$ cat src/hw/rtl/nsv_pkg.sv
// package of the nmea sentence validator: character codes, status codes, hex decode
// no dependencies
package nsv_pkg;

  // character codes
  localparam logic [7:0] CHAR_DOLLAR = 8'h24;
  localparam logic [7:0] CHAR_STAR   = 8'h2A;
  localparam logic [7:0] CHAR_COMMA  = 8'h2C;
  localparam logic [7:0] CHAR_CR     = 8'h0D;
  localparam logic [7:0] CHAR_LF     = 8'h0A;

  // identifier and tail geometry
  localparam int ID_LEN      = 5;
  localparam int ID_W        = 8 * ID_LEN;
  localparam int TAIL_W      = 24;
  localparam int COMMA_W     = 5;
  localparam int NO_COMMA_LEN = ID_LEN + 4;  // '$', identifier, '*', two digits

  // output word layout
  localparam int STATUS_W = 3;
  localparam int OUT_W    = 56;

  typedef enum logic [STATUS_W-1:0] {
    ST_OK          = 3'd0,
    ST_EMPTY       = 3'd1,
    ST_NO_START    = 3'd2,
    ST_NO_CHECKSUM = 3'd3,
    ST_BAD_HEX     = 3'd4,
    ST_MISMATCH    = 3'd5,
    ST_BAD_ID      = 3'd6,
    ST_TOO_MANY    = 3'd7
  } status_e;

  // hex digit decode: bit 4 set for a valid digit, nibble below
  function automatic logic [4:0] hex_decode(input logic [7:0] c);
    logic [4:0] r;
    r = 5'd0;
    if (c >= 8'h30 && c <= 8'h39) begin
      r = {1'b1, 4'(c - 8'h30)};
    end else if (c >= 8'h41 && c <= 8'h46) begin
      r = {1'b1, 4'(c - 8'h37)};
    end else if (c >= 8'h61 && c <= 8'h66) begin
      r = {1'b1, 4'(c - 8'h57)};
    end
    return r;
  endfunction

endpackage

$ cat src/hw/rtl/nmea_sentence_validator.sv
// nmea sentence validator top level: running checks on a byte stream, one result per sentence
// depends on nsv_pkg
//
// Sentence bytes arrive one per word on the slave stream, tlast marking the final byte; the
// block gives one result word on the master stream at each final byte and none otherwise.
// One byte is taken in every cycle: each byte passes an input register, then a single pass of
// running updates (xor, length, comma count, last three bytes) into the state and, at the
// final byte, into the result register. Only a final byte can wait in the input register, and
// only while the result register still holds an untaken result; the input stalls only behind
// such a waiting final byte. Trailing CR/LF bytes are ignored. The state clears itself after
// each final byte, so no sentence buffer is kept.
module nmea_sentence_validator #(
  parameter int MAX_FIELDS = 16,
  parameter int MAX_LEN    = 255
) (
  input  logic        clk_i,
  input  logic        rst_ni,
  input  logic        s_axis_tvalid,
  output logic        s_axis_tready,
  input  logic [7:0]  s_axis_tdata,   // data_byte[7:0]
  input  logic        s_axis_tlast,   // last
  output logic        m_axis_tvalid,
  input  logic        m_axis_tready,
  output logic [nsv_pkg::OUT_W-1:0] m_axis_tdata
  // m_axis_tdata: status[2:0], identifier[42:3], field_count[47:43], body_checksum[55:48]
);
  import nsv_pkg::*;

  localparam int PW = $clog2(MAX_LEN + 1);
  localparam logic [PW-1:0] MaxLen = PW'(MAX_LEN);
  localparam logic [PW-1:0] IdPos  = PW'(ID_LEN + 1);
  localparam logic [PW-1:0] NoCommaLen = PW'(NO_COMMA_LEN);
  localparam logic [COMMA_W-1:0] MaxFields = COMMA_W'(MAX_FIELDS);

  // input register
  logic       in_valid_q;
  logic [7:0] in_byte_q;
  logic       in_last_q;
  logic       advance;

  // running state
  logic [PW-1:0]      pos_q, pos_d;
  logic [PW-1:0]      clen_q, clen_d;
  logic               dollar_q, dollar_d;
  logic [7:0]         txor_q, txor_d;
  logic [7:0]         trail_q, trail_d;
  logic [TAIL_W-1:0]  recent_q, recent_d;
  logic [TAIL_W-1:0]  tail_q, tail_d;
  logic [PW-1:0]      fcomma_q, fcomma_d;
  logic [COMMA_W-1:0] commas_q, commas_d;
  logic [ID_W-1:0]    id_q, id_d;

  // result
  logic               out_valid_q;
  status_e            status_d, status_q;
  logic [ID_W-1:0]    ident_d, ident_q;
  logic [COMMA_W-1:0] fields_d, fields_q;
  logic [7:0]         body_d, body_q;

  logic       is_comma, is_crlf;
  logic [7:0] t0, t1, t2;
  logic [4:0] hi, lo;

  // a final byte moves on only when the result register is free or being emptied
  assign advance = in_valid_q && (!in_last_q || !out_valid_q || m_axis_tready);
  assign s_axis_tready = !in_valid_q || advance;

  // per-byte state update
  always_comb begin
    is_comma = (in_byte_q == CHAR_COMMA);
    is_crlf  = (in_byte_q == CHAR_CR) || (in_byte_q == CHAR_LF);
    dollar_d = (pos_q == '0) ? (in_byte_q == CHAR_DOLLAR) : dollar_q;
    id_d     = (pos_q != '0 && pos_q < IdPos) ? {id_q[ID_W-9:0], in_byte_q} : id_q;
    fcomma_d = (is_comma && fcomma_q == '0 && pos_q != '0) ? pos_q : fcomma_q;
    commas_d = (is_comma && commas_q <= MaxFields) ? commas_q + COMMA_W'(1) : commas_q;
    txor_d   = txor_q ^ in_byte_q;
    recent_d = {recent_q[TAIL_W-9:0], in_byte_q};
    if (is_crlf) begin
      trail_d = trail_q ^ in_byte_q;
      tail_d  = tail_q;
      clen_d  = clen_q;
    end else begin
      trail_d = 8'd0;
      tail_d  = recent_d;
      clen_d  = (pos_q == MaxLen) ? pos_q : pos_q + PW'(1);
    end
    pos_d = (pos_q < MaxLen) ? pos_q + PW'(1) : pos_q;
  end

  // sentence checks on the updated state
  always_comb begin
    t0 = tail_d[23:16];
    t1 = tail_d[15:8];
    t2 = tail_d[7:0];
    hi = hex_decode(t1);
    lo = hex_decode(t2);
    body_d   = 8'd0;
    status_d = ST_OK;
    if (clen_d == '0) begin
      status_d = ST_EMPTY;
    end else if (!dollar_d) begin
      status_d = ST_NO_START;
    end else if (t0 != CHAR_STAR || t1 == CHAR_STAR || t2 == CHAR_STAR) begin
      status_d = ST_NO_CHECKSUM;
    end else begin
      body_d = txor_d ^ trail_d ^ CHAR_DOLLAR ^ CHAR_STAR ^ t1 ^ t2;
      if (!hi[4] || !lo[4]) begin
        status_d = ST_BAD_HEX;
      end else if (body_d != {hi[3:0], lo[3:0]}) begin
        status_d = ST_MISMATCH;
      end else if (fcomma_d == '0) begin
        status_d = (clen_d == NoCommaLen) ? ST_OK : ST_BAD_ID;
      end else if (fcomma_d != IdPos) begin
        status_d = ST_BAD_ID;
      end else if (commas_d > MaxFields) begin
        status_d = ST_TOO_MANY;
      end
    end
    ident_d  = (status_d == ST_OK) ? id_d : '0;
    fields_d = (status_d == ST_OK) ? commas_d : '0;
  end

  // control and running state
  always_ff @(posedge clk_i or negedge rst_ni) begin
    if (!rst_ni) begin
      in_valid_q  <= 1'b0;
      out_valid_q <= 1'b0;
      pos_q       <= '0;
      clen_q      <= '0;
      dollar_q    <= 1'b0;
      txor_q      <= 8'd0;
      trail_q     <= 8'd0;
      recent_q    <= '0;
      tail_q      <= '0;
      fcomma_q    <= '0;
      commas_q    <= '0;
      id_q        <= '0;
    end else begin
      if (s_axis_tready) begin
        in_valid_q <= s_axis_tvalid;
      end
      if (advance && in_last_q) begin
        out_valid_q <= 1'b1;
      end else if (m_axis_tready) begin
        out_valid_q <= 1'b0;
      end
      if (advance) begin
        if (in_last_q) begin
          pos_q    <= '0;
          clen_q   <= '0;
          dollar_q <= 1'b0;
          txor_q   <= 8'd0;
          trail_q  <= 8'd0;
          recent_q <= '0;
          tail_q   <= '0;
          fcomma_q <= '0;
          commas_q <= '0;
          id_q     <= '0;
        end else begin
          pos_q    <= pos_d;
          clen_q   <= clen_d;
          dollar_q <= dollar_d;
          txor_q   <= txor_d;
          trail_q  <= trail_d;
          recent_q <= recent_d;
          tail_q   <= tail_d;
          fcomma_q <= fcomma_d;
          commas_q <= commas_d;
          id_q     <= id_d;
        end
      end
    end
  end

  // payload registers
  always_ff @(posedge clk_i) begin
    if (s_axis_tvalid && s_axis_tready) begin
      in_byte_q <= s_axis_tdata;
      in_last_q <= s_axis_tlast;
    end
    if (advance && in_last_q) begin
      status_q <= status_d;
      ident_q  <= ident_d;
      fields_q <= fields_d;
      body_q   <= body_d;
    end
  end

  assign m_axis_tvalid = out_valid_q;
  assign m_axis_tdata  = {body_q, fields_q, ident_q, status_q};

endmodule

$ cat config.mk
export PLATFORM = sky130hd
export DESIGN_NAME = nmea_sentence_validator
export DESIGN_NICKNAME = d
export VERILOG_FILES = /design/src/hw/rtl/nsv_pkg.sv /design/src/hw/rtl/nmea_sentence_validator.sv
export SDC_FILE = /design/constraint.sdc
export NUM_CORES = 1
export LEC_CHECK = 0
export BUFFER_PORTS_ARGS = -buffer_cell sky130_fd_sc_hd__buf_2
export CAP_MARGIN = 20
export CORE_ASPECT_RATIO = 1.25
export CORE_UTILIZATION = 45
export DETAILED_ROUTE_END_ITERATION = 10
export GPL_ROUTABILITY_DRIVEN = 0
export PLACE_DENSITY_LB_ADDON = 0.25
export SLEW_MARGIN = 40
export SYNTH_ARGS = -nofsm -noshare
export SYNTH_HDL_FRONTEND = slang
export SYNTH_SLANG_ARGS = --single-unit
$ cat constraint.sdc
create_clock -name clk_i -period 4.5 [get_ports clk_i]
set_clock_uncertainty 0.15 [all_clocks]
set_input_delay 0.225 -clock clk_i [delete_from_list [all_inputs] [get_ports clk_i]]
set_output_delay 0.225 -clock clk_i [all_outputs]
set_load 0.02 [all_outputs]
==> impl_metrics.json <==
{
  "slew_violations": 0,
  "root_buffer": "clkbuf_16",
  "arrival_ps": 4420,
  "yosysSeqAreaShare_pct": 53.35,
  "syn-mean-instance-area_um2": 10.31,
  "drc": 0,
  "postRouteAntennaNets": 0,
  "yosysTopAreaCell": "dfrtp_1",
  "setup_viol": 0,
  "synth_cell_types": 79,
  "grt_overflow": 0,
  "min_period_ps": 4278,
  "period_share_pct": 95.06,
  "grt_max_degree": 76,
  "worstSetupPathType": "register to register",
  "cts.htree.levels": 4,
  "coreArea_mm2": 0.02097,
  "drtIter0Drc": 614,
  "dieWidth_um": 133.1,
  "io_buffers": 70,
  "cp_max_fo": 5,
  "peakVddDrop_mv": 0.3187,
  "multi_input_area_mm2": 0.004195,
  "critPathCaptureType": "register",
  "firstDrtPassIters": 5,
  "nNetsFinal": 1049,
  "final_area_mm2": 0.01131,
  "grt_util_all_layers_pct": 22.38,
  "critPathTopFamily": "simple AND/OR/NAND/NOR gates",
  "die_h_um": 165.8,
  "area_delta_synth_final_pct": 17.06,
  "status": "finished, final reports clean",
  "r2r_slack_ps": 220,
  "ctsLongestPathBuffers": 2,
  "start_util_pct": 46.08,
  "clock-sinks": 193,
  "max_stage_delay_ps": 460,
  "seqCellArea_mm2": 0.005155,
  "reg2reg_depth": 15,
  "fillers": 1878,
  "clock_latency_ps": 440,
  "critical_path_required_ps": 4640,
  "hold_violations": 0,
  "synthTopCellsByArea": "dfrtp_1, edfxtp_1, nand2_1",
  "slew_headroom_pct": 46.52,
  "yosys_warnings": 0,
  "yosys-top-cells-count": "nand2_1, dfrtp_1, a22o_1, edfxtp_1, nor2_1",
  "rows": 59,
  "grt_pass1_vias": 7227,
  "grt_pass1_wl_mm": 38.67,
  "startpoint_type": "register",
  "dp_hpwl_mm": 16.22,
  "tightest_slew_ps": 799.2,
  "async_flop_share_pct": 66.32,
  "via_per_inst": 5.734,
  "die_area_mm2": 0.02206,
  "drive_above_1_share_pct": 21.22,
  "cap_violations": 0,
  "cp_slowest_cell": "or3b_4",
  "diodes": 0,
  "powerDensity_mw_per_mm2": 384.4,
  "critPathBufInv": 2,
  "synth_seq_cells": 193,
  "dr_total_vias": 7517,
  "leakage_nw": 4.658,
  "path_clk_slew_ps": 70,
  "antenna_found_initial": 1,
  "drt-wirelength-per-cell_um": 18.91,
  "routed_wl_mm": 24.79,
  "synth_cells": 937,
  "synth_area_mm2": 0.009662,
  "cp_cell_sequence": "or3b_4 > a211oi_4 > mux2i_2 > inv_1 > ha_1 > o311ai_0 > nor2_1 > a31oi_2 > o22ai_1 > xor2_1 > nand4_1 > and4bb_4 > nand4bb_2 > buf_4 > a21oi_2",
  "cts_tree": "built",
  "fmax_ghz": 0.2338,
  "hp-class": "input pin to asynchronous set/reset pin",
  "place_area_mm2": 0.01043,
  "ys.flop_type": "dfrtp_1",
  "synth_nets": 962,
  "setup_tns_ps": 0,
  "reg2reg_from": "in_byte_q[2]",
  "yosysMostFrequentCell": "nand2_1",
  "synth_edf_count": 65,
  "r2r-end": "ident_q[3]",
  "numCtsBuffers": 17,
  "yosysTopAreaCellShare_pct": 33.15,
  "io_pins": 71
}
[sequential cells by signal, summed over array words and instances, names as in the netlist, 3 cells and up]
register and count:
body_q 8, clen_q 8, commas_q 5, fcomma_q 8
fields_q 5, id_q 40, ident_q 40, in_byte_q 8
pos_q 8, recent_q 16, status_q 3, tail_q 24
trail_q 8, txor_q 8
[cell usage in the layout (no fill, tap or decap), types with 7 or more instances in the layout]
master,synthesis,final
nor3_1,10,10
dfrtp_1,128,128
nand3_1,30,30
o21ai_0,55,53
nand2_1,159,158
xnor2_1,23,23
edfxtp_1,65,65
a21oi_2,37,37
nor2_1,58,56
a21oi_1,37,37
xor2_1,13,13
ha_1,12,12
a22o_1,65,65
inv_1,25,25
dlygate4sd3_1,0,13
buf_2,10,69
buf_4,2,44
clkbuf_16,0,19
and2_1,8,8
nand4_1,7,7
mux2i_1,9,7
[metal layers]
layer	part of all wire [%]	wire, um	global-route usage, %
met1	43	10620	28.78
met2	50	12420	37.79
met3	4.1	1009	3.480
met4	2.9	720	8.596
met5	0.052	13	0
[where the power goes]
part | internal [W] | switching (W) | total (W)
Clock | 0.000741 | 0.000744 | 0.00149
Sequential | 0.00194 | 0.000133 | 0.00207
Combinational | 0.000287 | 0.000504 | 0.000790
Total | 0.00297 | 0.00138 | 0.00435
[repair_timing]
item,CTS,global route
buffers inserted,0,6
endpoints found under the hold margin,84,0
pin swaps,0,2
gates resized for setup,1,10
gates cloned,0,4
endpoints found under the setup margin,19,45
hold buffers,13,0
[cell families after synthesis]
group                      synth area share (%)
DFF                                       53.35
buffers and inverters                     4.131
and+or+nand+nor                           15.98
muxes                                     1.308
xor gates and xnor gates                  3.496
adders and majority gates                 1.554
AOI/OAI and AO/OA                         20.18
[how the worst max path moves through the flow]
stage | cells past startpoint | from | slack, ps | to
floorplan | 18 | in_byte_q[0] | 170 | fields_q[0]
global route | 18 | in_byte_q[1] | -30 | ident_q[26]
detailed placement | 15 | in_byte_q[2] | -7 | ident_q[38]
CTS | 15 | in_byte_q[2] | 2 | ident_q[38]
global placement | 15 | in_byte_q[2] | 160 | ident_q[39]
finish | 15 | in_byte_q[2] | 220 | ident_q[3]
[worst register-to-register path, delay by kind of cell, from the launching register on]
family / cells / cell delay (ps)
adder cells (fa/ha/maj): 1 / 260
buffers and inverters: 2 / 350
multiplexers: 1 / 360
AND/OR/NAND/NOR: 5 / 1360
XOR/XNOR: 1 / 170
flip-flops: 1 / 410
AO/OA/AOI/OAI: 5 / 1080
[through the flow]
step	power, W	hold WS (ps)	util (%)	setup slack [ps]	instances
after floorplan	0.002615	-220.6	-	172.4	937
after global placement	0.002864	255.3	49.74	157.8	1256
after detailed placement	0.002875	151.8	49.76	-7.022	1256
after CTS	0.004369	241.0	53.12	2.422	1301
after global routing	0.004535	264.4	53.94	-30.33	1311
final	0.004347	207.7	53.94	222.1	1311
[layout make-up]
cell class	count	share of cell area [%]
clock buffer	18	3.795
clock inverter	14	1.250
inverter	25	0.8297
multi-input combinational	652	37.09
sequential	193	45.58
tap	274	3.031
timing repair buffer	135	8.419
No activity file was read; power rests on OpenSTA's default activity.
